--- config.mk ---
export PLATFORM = sky130hd
export DESIGN_NAME = terminal_escape_line_editor_top
export DESIGN_NICKNAME = d
export VERILOG_FILES = /design/src/tele_pkg.sv /design/src/tele_queue.sv /design/src/tele_front.sv /design/src/tele_back.sv /design/src/terminal_escape_line_editor_top.sv
export VERILOG_INCLUDE_DIRS = /design/src /design/src/src
export SDC_FILE = /design/constraint.sdc
export NUM_CORES = 1
export LEC_CHECK = 0
export BUFFER_PORTS_ARGS = -buffer_cell sky130_fd_sc_hd__buf_2
export CORE_MARGIN = 3
export CORE_UTILIZATION = 55
export DETAILED_ROUTE_END_ITERATION = 8
export PLACE_DENSITY = 0.69
export SLEW_MARGIN = 10
export SYNTH_ARGS = -nofsm -noshare
export SYNTH_HDL_FRONTEND = slang
export SYNTH_HIERARCHICAL = 1
export SYNTH_SLANG_ARGS = --single-unit
--- constraint.sdc ---
create_clock -name clk -period 9.6 [get_ports clk]
set_clock_uncertainty 0.1 [all_clocks]
set_input_delay 2.4 -clock clk [delete_from_list [all_inputs] [get_ports clk]]
set_output_delay 2.4 -clock clk [all_outputs]
set_load 0.01 [all_outputs]
--- src/terminal_escape_line_editor_top_macros.svh ---
`ifndef TERMINAL_ESCAPE_LINE_EDITOR_TOP_MACROS_SVH
`define TERMINAL_ESCAPE_LINE_EDITOR_TOP_MACROS_SVH

// Same-cycle implication, sampled on clk and switched off during rst.
`define TELE_ASSERT(label, ante, cons, msg) \
  label: assert property (@(posedge clk) disable iff (rst) (ante) |-> (cons)) else $error(msg);

// Next-cycle implication, sampled on clk and switched off during rst.
`define TELE_ASSERT_NEXT(label, ante, cons, msg) \
  label: assert property (@(posedge clk) disable iff (rst) (ante) |=> (cons)) else $error(msg);

`endif

--- src/tele_pkg.sv ---
`timescale 1ns / 1ps

package tele_pkg;

  localparam int LINE_DEPTH_DEF  = 60;
  localparam int QUEUE_DEPTH_DEF = 4;

  localparam logic [7:0] TIMEOUT_RESET = 8'd5;

  // Input item kinds.
  localparam logic [1:0] KIND_BYTE = 2'd0;
  localparam logic [1:0] KIND_TICK = 2'd1;
  localparam logic [1:0] KIND_ARM  = 2'd2;

  // Result kinds.
  localparam logic [2:0] OUT_ECHO     = 3'd0;
  localparam logic [2:0] OUT_TOKEN    = 3'd1;
  localparam logic [2:0] OUT_CHAR     = 3'd2;
  localparam logic [2:0] OUT_LINE_END = 3'd3;
  localparam logic [2:0] OUT_HALT     = 3'd4;
  localparam logic [2:0] OUT_RESET    = 3'd5;

  // Character codes.
  localparam logic [7:0] CH_BS       = 8'h08;
  localparam logic [7:0] CH_LF       = 8'h0A;
  localparam logic [7:0] CH_CR       = 8'h0D;
  localparam logic [7:0] CH_RESET    = 8'h19;
  localparam logic [7:0] CH_HALT     = 8'h1A;
  localparam logic [7:0] CH_ESC      = 8'h1B;
  localparam logic [7:0] CH_SP       = 8'h20;
  localparam logic [7:0] CH_LT       = 8'h3C;
  localparam logic [7:0] CH_GT       = 8'h3E;
  localparam logic [7:0] CH_A        = 8'h41;
  localparam logic [7:0] CH_D        = 8'h44;
  localparam logic [7:0] CH_TILDE    = 8'h7E;
  localparam logic [7:0] CH_DEL      = 8'h7F;
  localparam logic [7:0] CH_PRINT_LO = 8'h20;
  localparam logic [7:0] CH_PRINT_HI = 8'h7E;
  localparam logic [31:0] BYTE_MAX   = 32'h0000_00FF;

  typedef struct packed {
    logic [1:0]  kind;
    logic [7:0]  rx_byte;
    logic [15:0] repeat_delay;
  } item_t;

  typedef struct packed {
    logic [2:0]  out_kind;
    logic [31:0] out_value;
    logic        last;
  } result_t;

  typedef enum logic [1:0] {
    CMD_HALT,
    CMD_RESET,
    CMD_TOKEN,
    CMD_CHAR
  } cmd_op_t;

  typedef struct packed {
    cmd_op_t     op;
    logic [31:0] value;
  } cmd_t;

  typedef struct packed {
    logic empty;
    logic full;
  } q_status_t;

  function automatic logic [7:0] hex_digit(input logic [3:0] d);
    return (d < 4'd10) ? (8'h30 + {4'h0, d}) : (8'h37 + {4'h0, d});
  endfunction

endpackage

--- src/tele_queue.sv ---
`timescale 1ns / 1ps
`include "terminal_escape_line_editor_top_macros.svh"

module tele_queue #(
  parameter int DEPTH = tele_pkg::QUEUE_DEPTH_DEF
) (
  input  logic                clk,
  input  logic                rst,
  input  logic                push,
  input  tele_pkg::cmd_t      push_cmd,
  input  logic                pop,
  output tele_pkg::cmd_t      head,
  output tele_pkg::q_status_t status
);

  localparam int PTR_W = (DEPTH > 1) ? $clog2(DEPTH) : 1;
  localparam int CNT_W = $clog2(DEPTH + 1);

  tele_pkg::cmd_t   mem [DEPTH];
  logic [PTR_W-1:0] wr_ptr;
  logic [PTR_W-1:0] rd_ptr;
  logic [CNT_W-1:0] count;

  function automatic logic [PTR_W-1:0] ptr_inc(input logic [PTR_W-1:0] p);
    return (p == PTR_W'(DEPTH - 1)) ? '0 : p + 1'b1;
  endfunction

  assign head         = mem[rd_ptr];
  assign status.empty = (count == '0);
  assign status.full  = (count == CNT_W'(DEPTH));

  always_ff @(posedge clk) begin
    if (push) begin
      mem[wr_ptr] <= push_cmd;
    end
  end

  always_ff @(posedge clk) begin
    if (rst) begin
      wr_ptr <= '0;
      rd_ptr <= '0;
      count  <= '0;
    end else begin
      if (push) begin
        wr_ptr <= ptr_inc(wr_ptr);
      end
      if (pop) begin
        rd_ptr <= ptr_inc(rd_ptr);
      end
      if (push && !pop) begin
        count <= count + 1'b1;
      end else if (pop && !push) begin
        count <= count - 1'b1;
      end
    end
  end

  `TELE_ASSERT(a_count_bound, 1'b1, count <= CNT_W'(DEPTH), "queue count beyond depth")
  `TELE_ASSERT(a_no_overflow, push, !status.full || pop, "push into a full queue")
  `TELE_ASSERT_NEXT(a_pop_drains, pop && !push, count == $past(count) - 1'b1, "pop lost")

endmodule

--- src/tele_front.sv ---
`timescale 1ns / 1ps

module tele_front (
  input  logic            clk,
  input  logic            rst,
  input  logic            accept,
  input  tele_pkg::item_t item,
  input  logic            cfg_we,
  input  logic [7:0]      cfg_data,
  output logic            push,
  output tele_pkg::cmd_t  push_cmd
);

  typedef enum logic [1:0] {
    T_OFF,
    T_GATHER,
    T_REPEAT
  } timer_mode_t;

  timer_mode_t mode;
  timer_mode_t mode_next;
  logic [15:0] ticks_left;
  logic [15:0] ticks_left_next;
  logic [31:0] seq_code;
  logic [31:0] seq_code_next;
  logic [7:0]  timeout;
  logic [31:0] gathered;
  logic        term;
  logic        deliver;
  logic [31:0] dval;

  assign gathered = {seq_code[23:0], item.rx_byte};
  assign term     = (item.rx_byte == tele_pkg::CH_TILDE) ||
                    ((item.rx_byte >= tele_pkg::CH_A) && (item.rx_byte <= tele_pkg::CH_D));

  always_comb begin
    mode_next       = mode;
    ticks_left_next = ticks_left;
    seq_code_next   = seq_code;
    deliver         = 1'b0;
    dval            = '0;
    if (accept) begin
      unique case (item.kind)
        tele_pkg::KIND_BYTE: begin
          if (mode == T_GATHER) begin
            seq_code_next = gathered;
            if (term) begin
              mode_next       = T_OFF;
              ticks_left_next = '0;
              deliver         = 1'b1;
              dval            = gathered;
            end
          end else if (item.rx_byte == tele_pkg::CH_ESC) begin
            mode_next       = T_GATHER;
            ticks_left_next = {8'h00, timeout};
            seq_code_next   = {24'h0, tele_pkg::CH_ESC};
          end else begin
            mode_next       = T_OFF;
            ticks_left_next = '0;
            deliver         = 1'b1;
            dval            = {24'h0, item.rx_byte};
          end
        end
        tele_pkg::KIND_TICK: begin
          if (mode != T_OFF) begin
            if (ticks_left == '0) begin
              mode_next = T_OFF;
              deliver   = 1'b1;
              dval      = seq_code;
            end else begin
              ticks_left_next = ticks_left - 1'b1;
            end
          end
        end
        tele_pkg::KIND_ARM: begin
          mode_next       = T_REPEAT;
          ticks_left_next = item.repeat_delay;
        end
        default: begin
        end
      endcase
    end
  end

  // A line feed leaves no trace anywhere, so it is dropped here.
  always_comb begin
    push           = deliver && (dval != {24'h0, tele_pkg::CH_LF});
    push_cmd.value = dval;
    priority if (dval == {24'h0, tele_pkg::CH_HALT}) begin
      push_cmd.op = tele_pkg::CMD_HALT;
    end else if (dval == {24'h0, tele_pkg::CH_RESET}) begin
      push_cmd.op = tele_pkg::CMD_RESET;
    end else if (dval > tele_pkg::BYTE_MAX) begin
      push_cmd.op = tele_pkg::CMD_TOKEN;
    end else begin
      push_cmd.op = tele_pkg::CMD_CHAR;
    end
  end

  always_ff @(posedge clk) begin
    if (rst) begin
      mode       <= T_OFF;
      ticks_left <= '0;
      seq_code   <= '0;
      timeout    <= tele_pkg::TIMEOUT_RESET;
    end else begin
      mode       <= mode_next;
      ticks_left <= ticks_left_next;
      seq_code   <= seq_code_next;
      if (cfg_we) begin
        timeout <= cfg_data;
      end
    end
  end

endmodule

--- src/tele_back.sv ---
`timescale 1ns / 1ps
`include "terminal_escape_line_editor_top_macros.svh"

module tele_back #(
  parameter int LINE_DEPTH = tele_pkg::LINE_DEPTH_DEF
) (
  input  logic                clk,
  input  logic                rst,
  input  tele_pkg::cmd_t      head,
  input  tele_pkg::q_status_t q_status,
  output logic                pop,
  output logic                result_valid,
  input  logic                result_stall,
  output tele_pkg::result_t   result
);

  localparam int IDX_W = (LINE_DEPTH > 1) ? $clog2(LINE_DEPTH) : 1;
  localparam int LEN_W = $clog2(LINE_DEPTH + 1);

  typedef enum logic [2:0] {
    B_IDLE,
    B_SINGLE,
    B_BS,
    B_HEX,
    B_CR_ADDR,
    B_CR_CHAR,
    B_CR_END,
    B_CR_TAIL
  } back_state_t;

  back_state_t       state;
  logic [1:0]        cnt;
  logic [2:0]        s_kind;
  logic [31:0]       s_value;
  logic [LEN_W-1:0]  len;
  logic [IDX_W-1:0]  rd_idx;
  logic [7:0]        rd_data;
  logic [7:0]        line_mem [LINE_DEPTH];
  logic [7:0]        c;
  logic              printable;
  logic              mem_we;
  logic              emit_req;
  logic              can_emit;
  logic              go;
  tele_pkg::result_t emit_item;

  assign c         = head.value[7:0];
  assign printable = (c >= tele_pkg::CH_PRINT_LO) && (c <= tele_pkg::CH_PRINT_HI);
  assign pop       = (state == B_IDLE) && !q_status.empty;
  assign mem_we    = pop && (head.op == tele_pkg::CMD_CHAR) && printable &&
                     (len < LEN_W'(LINE_DEPTH));
  assign can_emit  = !result_valid || !result_stall;
  assign go        = emit_req && can_emit;

  always_ff @(posedge clk) begin
    if (mem_we) begin
      line_mem[len[IDX_W-1:0]] <= c;
    end
    rd_data <= line_mem[rd_idx];
  end

  always_comb begin
    emit_req  = 1'b1;
    emit_item = '{out_kind: tele_pkg::OUT_ECHO, out_value: '0, last: 1'b0};
    unique case (state)
      B_SINGLE: begin
        emit_item = '{out_kind: s_kind, out_value: s_value, last: 1'b1};
      end
      B_BS: begin
        emit_item.out_value = {24'h0, (cnt == 2'd1) ? tele_pkg::CH_SP : tele_pkg::CH_BS};
        emit_item.last      = (cnt == 2'd2);
      end
      B_HEX: begin
        unique case (cnt)
          2'd0:    emit_item.out_value = {24'h0, tele_pkg::CH_LT};
          2'd1:    emit_item.out_value = {24'h0, tele_pkg::hex_digit(s_value[7:4])};
          2'd2:    emit_item.out_value = {24'h0, tele_pkg::hex_digit(s_value[3:0])};
          default: emit_item.out_value = {24'h0, tele_pkg::CH_GT};
        endcase
        emit_item.last = (cnt == 2'd3);
      end
      B_CR_CHAR: begin
        emit_item.out_kind  = tele_pkg::OUT_CHAR;
        emit_item.out_value = {24'h0, rd_data};
      end
      B_CR_END: begin
        emit_item.out_kind  = tele_pkg::OUT_LINE_END;
        emit_item.out_value = 32'(len);
      end
      B_CR_TAIL: begin
        unique case (cnt)
          2'd0:    emit_item.out_value = {24'h0, tele_pkg::CH_CR};
          2'd1:    emit_item.out_value = {24'h0, tele_pkg::CH_LF};
          default: emit_item.out_value = {24'h0, tele_pkg::CH_GT};
        endcase
        emit_item.last = (cnt == 2'd2);
      end
      default: begin
        emit_req = 1'b0;
      end
    endcase
  end

  always_ff @(posedge clk) begin
    if (rst) begin
      state        <= B_IDLE;
      result_valid <= 1'b0;
      len          <= '0;
      cnt          <= '0;
      rd_idx       <= '0;
    end else begin
      if (go) begin
        result_valid <= 1'b1;
        result       <= emit_item;
      end else if (!result_stall) begin
        result_valid <= 1'b0;
      end

      unique case (state)
        B_IDLE: begin
          if (pop) begin
            cnt    <= '0;
            rd_idx <= '0;
            unique case (head.op)
              tele_pkg::CMD_HALT: begin
                s_kind  <= tele_pkg::OUT_HALT;
                s_value <= '0;
                state   <= B_SINGLE;
              end
              tele_pkg::CMD_RESET: begin
                s_kind  <= tele_pkg::OUT_RESET;
                s_value <= '0;
                state   <= B_SINGLE;
              end
              tele_pkg::CMD_TOKEN: begin
                s_kind  <= tele_pkg::OUT_TOKEN;
                s_value <= head.value;
                state   <= B_SINGLE;
              end
              default: begin
                priority if ((c == tele_pkg::CH_BS) || (c == tele_pkg::CH_DEL)) begin
                  if (len != '0) begin
                    len   <= len - 1'b1;
                    state <= B_BS;
                  end
                end else if (c == tele_pkg::CH_CR) begin
                  state <= (len == '0) ? B_CR_END : B_CR_ADDR;
                end else if (printable) begin
                  if (len < LEN_W'(LINE_DEPTH)) begin
                    len     <= len + 1'b1;
                    s_kind  <= tele_pkg::OUT_ECHO;
                    s_value <= {24'h0, c};
                    state   <= B_SINGLE;
                  end
                end else begin
                  s_value <= {24'h0, c};
                  state   <= B_HEX;
                end
              end
            endcase
          end
        end
        B_SINGLE: begin
          if (go) begin
            state <= B_IDLE;
          end
        end
        B_BS, B_CR_TAIL: begin
          if (go) begin
            cnt <= cnt + 1'b1;
            if (cnt == 2'd2) begin
              state <= B_IDLE;
            end
          end
        end
        B_HEX: begin
          if (go) begin
            cnt <= cnt + 1'b1;
            if (cnt == 2'd3) begin
              state <= B_IDLE;
            end
          end
        end
        B_CR_ADDR: begin
          state <= B_CR_CHAR;
        end
        B_CR_CHAR: begin
          if (go) begin
            if (LEN_W'(rd_idx) + LEN_W'(1) == len) begin
              state <= B_CR_END;
            end else begin
              rd_idx <= rd_idx + 1'b1;
              state  <= B_CR_ADDR;
            end
          end
        end
        default: begin
          if (go) begin
            len   <= '0;
            cnt   <= '0;
            state <= B_CR_TAIL;
          end
        end
      endcase
    end
  end

  `TELE_ASSERT(a_len_bound, 1'b1, len <= LEN_W'(LINE_DEPTH), "line length beyond depth")
  `TELE_ASSERT(a_read_in_line, state == B_CR_CHAR, LEN_W'(rd_idx) < len, "read past line end")
  `TELE_ASSERT_NEXT(a_last_to_idle, go && emit_item.last, state == B_IDLE, "no idle after last")

endmodule

--- src/terminal_escape_line_editor_top.sv ---
`timescale 1ns / 1ps
// Channel     Direction  Handshake                  Payload
// item        in         item_valid / item_stall    tele_pkg::item_t
// result      out        result_valid / result_stall tele_pkg::result_t
// cfg         in         cfg_we                     cfg_data (escape timeout, ticks)
//
// The front handles an item in its acceptance cycle; a delivered value is written into the
// command queue, popped by the back and answered through the registered result channel.
// A carriage return passes each stored character through B_CR_ADDR and B_CR_CHAR (one
// registered line memory read each) and then gives four more results.
// Reset (rst, synchronous) empties the line, stops the timer and sets the timeout to 5.
// item_stall rises only when the four-entry command queue is full.

module terminal_escape_line_editor_top #(
  parameter int LINE_DEPTH  = tele_pkg::LINE_DEPTH_DEF,
  parameter int QUEUE_DEPTH = tele_pkg::QUEUE_DEPTH_DEF
) (
  input  logic              clk,
  input  logic              rst,
  input  logic              item_valid,
  output logic              item_stall,
  input  tele_pkg::item_t   item,
  output logic              result_valid,
  input  logic              result_stall,
  output tele_pkg::result_t result,
  input  logic              cfg_we,
  input  logic [7:0]        cfg_data
);

  // The front owns the escape gathering and the millisecond timer. Every transaction on the
  // item channel is handled in its acceptance cycle and may yield one command for the back.
  logic                accept;
  logic                push;
  logic                pop;
  tele_pkg::cmd_t      push_cmd;
  tele_pkg::cmd_t      head;
  tele_pkg::q_status_t q_status;

  // The stall only depends on queue occupancy, so a new transaction is taken even while
  // a finished result waits in the output register.
  assign item_stall = q_status.full;
  assign accept     = item_valid && !item_stall;

  tele_front u_front (
    .clk      (clk),
    .rst      (rst),
    .accept   (accept),
    .item     (item),
    .cfg_we   (cfg_we),
    .cfg_data (cfg_data),
    .push     (push),
    .push_cmd (push_cmd)
  );

  // The queue decouples the two halves: a long line drain in the back does not block ticks
  // and bytes at the front until the queue fills.
  tele_queue #(
    .DEPTH (QUEUE_DEPTH)
  ) u_queue (
    .clk      (clk),
    .rst      (rst),
    .push     (push),
    .push_cmd (push_cmd),
    .pop      (pop),
    .head     (head),
    .status   (q_status)
  );

  // The back runs the line editor and drives the registered result channel. It marks the
  // final result of each command with last.
  tele_back #(
    .LINE_DEPTH (LINE_DEPTH)
  ) u_back (
    .clk          (clk),
    .rst          (rst),
    .head         (head),
    .q_status     (q_status),
    .pop          (pop),
    .result_valid (result_valid),
    .result_stall (result_stall),
    .result       (result)
  );

endmodule

==> run metrics <==
drt drc 0; met2 Track Usage GR 36.6%; Post-CTS Setup Inserts 0; worst hold stages 2; clock sinks 779; endpoint type of the worst setup path flop; final std cells w/o fill 2,843; top cells by count, synth edfxtp_1, nor2_1, mux4_2; Reg area 22,500 um2; Synth-to-Final Area Change 11.1%; Setup crit start kind input port; Final min period 5680 ps; EDFF count, synth 686; WL final 68.8 mm; crit path DAT 6110 ps; setup violators final 0; core area 57,000 um2; die footprint 61,300 um2; Die Span X 248 um; Worst slew margin 25.6%; Yosys reg bits 779; async set-reset flop share out of synthesis 0%; Slew Limit Fails 0; Clock Pin Slew Worst Setup and Hold Paths 60 ps; GR peak layer met2; worst-path fanout max 37; Worst Hold Launch u_back/cnt[1]$_SDFFE_PP0P_; CTS max path bufs 3; top-area cell type share of the netlist area 64.2%; drt first pass iters 6; flop-to-flop setup slack 4940 ps; mean number of vias per cell 6.25; first-pass GRT wire length 105 mm; wire per inst 24.2 um; Synth Net Count 2,022; Max Cap Viol 0; ANT cells 0; top post-synthesis cells by area edfxtp_1, mux4_2, dfxtp_1, a22oi_1, nor2_1; Ports 77; Critical Path RT 10,030 ps; worst r2r path cells 9; cts repair resizes 0; remaining antenna violation count after routing 0; Post-Syn Area per Cell 16.5 um2; pre-CTS setup slack 3330 ps; status completed; power density over cell area 234 nW/um2; Die Height 248 um; area of the multi-input gates 9030 um2; critical path launch point item[25]; mapped cell area 32,100 um2; Pleak 0.0114 uW; largest net degree at the start of global routing 86; reg2reg end u_back/line_mem[7][3]$_DFFE_PP_; setup TNS 0 ps; Fin. Hold Viols 0; Hold EP u_back/cnt[1]$_SDFFE_PP0P_; PortBufs 76; unrepaired setup endpoints after global routing false; fmax 176 MHz; row cnt 87; TritonCTS Buffers 78; Yosys Warn Count 6; most frequently used flop master after synthesis edfxtp_1; hold buffer count at cts 0; RePlAce Congestion 0.892; number of global-route vias before repair 17,800; CTS tree yes; Post-Syn Instances 1,949; Worst Slack Setup Final 3920 ps; Worst-Margin Slew 1120 ps; Max VDD drop 147 uV; Layout fillers 4,045; DRT iter0 DRCs 1,737; dpl hpwl 42.2 mm; post-synth cell types 87; total design power 8330 uW; share of layout cells above drive strength 1 19.0%; latest clock arrival within the worst-skew pair 630 ps; most common cell in the netlist edfxtp_1; final net count 2,101; via count 17,800; Seq/Total Area, Yosys 70.0%; grt ovf 0; root buf cell clkbuf_16; Global Route Usage Sum 22.8%; met3 Track Usage GR 4.05%; GRT met1 Usage 31.7%; Worst Hold Class reg2reg; Tcrit/Tclk final 59.2%; initial antenna violation count 0; dominant cell type by area after synthesis edfxtp_1; worst setup path class in2reg; placed cells 2,704; H-tree depth 3; Initial Utilization 56.2%
==> cell usage in the layout (no fill, tap or decap), drive strengths merged, types with 5 or more instances in the layout <==
| master | Yosys | routed |
|---|---|---|
| a211oi | 13 | 13 |
| a21o | 6 | 6 |
| a21oi | 43 | 43 |
| a221oi | 23 | 23 |
| a22o | 20 | 20 |
| a22oi | 99 | 99 |
| a31oi | 11 | 11 |
| and2 | 60 | 60 |
| and3 | 5 | 5 |
| buf | 39 | 108 |
| clkbuf | 70 | 104 |
| clkinv | 1 | 23 |
| clkinvlp | 0 | 6 |
| dfxtp | 93 | 93 |
| edfxtp | 686 | 686 |
| ha | 32 | 32 |
| inv | 29 | 32 |
| mux2i | 13 | 13 |
| mux4 | 154 | 154 |
| nand2 | 96 | 96 |
| nand2b | 7 | 7 |
| nand3 | 24 | 24 |
| nand4 | 9 | 9 |
| nor2 | 187 | 187 |
| nor2b | 25 | 25 |
| nor3 | 20 | 20 |
| nor4 | 14 | 14 |
| o211ai | 6 | 6 |
| o21ai | 41 | 41 |
| o221ai | 9 | 9 |
| o31ai | 5 | 5 |
| or3 | 13 | 13 |
| xnor2 | 12 | 12 |
| xor2 | 15 | 15 |
==> critical path: stages <==
cell,delay (ps)
buf_2,120
inv_1,70
ha_1,350
inv_1,310
nor3_4,240
buf_4,330
a22oi_1,190
nor2b_1,190
a31oi_1,550
ha_1,280
inv_1,60
fa_1,370
xor2_1,160
or3_1,320
a21oi_1,140
==> layer usage <==
metal	vias up	share of wire, %	wire, um
met5	-	0	0
met4	0	3.2	2180
met3	136	7.4	5080
met2	697	48	33300
met1	9020	41	28200
li1	7911	-	-
==> logic make-up (layout without fill, tap and decap cells) <==
logic type / Yosys count / after routing / share of synthesized area [%]
flops: 779 / 779 / 70.0
simple gates: 488 / 488 / 7.55
compound gates: 313 / 313 / 7.08
mux: 169 / 169 / 11.3
buf+inv: 139 / 277 / 1.91
fa+ha+maj: 34 / 34 / 1.37
xor+xnor: 27 / 27 / 0.737
==> worst max path at each step <==
stage               cells past startpoint                             to
floorplan                               2    u_back/s_value[0]$_DFFE_PP_
global placement                       15  u_queue/count[2]$_SDFFE_PP0P_
detailed placement                     15  u_queue/count[2]$_SDFFE_PP0P_
CTS                                    15  u_queue/count[2]$_SDFFE_PP0P_
global route                           15  u_queue/count[2]$_SDFFE_PP0P_
finish                                 15  u_queue/count[2]$_SDFFE_PP0P_
==> state kept, by name (all words and copies together), names as in the netlist, 3 cells and up, named ones only <==
name and cells:
u_back/s_value 32, u_back/rd_data 8, u_front/seq_code 32, u_back/state 3
u_front/timeout 8, u_back/len 6, u_queue/mem 136, u_back/result 36
u_front/ticks_left 16, u_back/line_mem 480, u_queue/count 3, u_back/rd_idx 6
==> through the flow <==
stage / util [%] / hold slack (ps) / area [um2]
floorplan: - / 360 / 32100
global placement: 58.2 / 379 / 33200
detailed placement: 58.2 / 388 / 33200
CTS: 62.5 / 401 / 35700
global route: 62.5 / 434 / 35700
finish: 62.5 / 400 / 35700
==> power by group <==
part	internal, uW	switching (uW)
combinational	484	824
clock	1670	1240
sequential	4000	110
==> cell type report <==
cell class | instances | share of cell area [%]
Clock buffer | 104 | 5.95
Clock inverter | 35 | 0.962
Inverter | 30 | 0.316
Multi-Input combinational cell | 1031 | 25.3
Sequential cell | 779 | 63.0
Tap cell | 756 | 2.65
Timing Repair Buffer | 108 | 1.78
(Power assumes the default switching activity.)
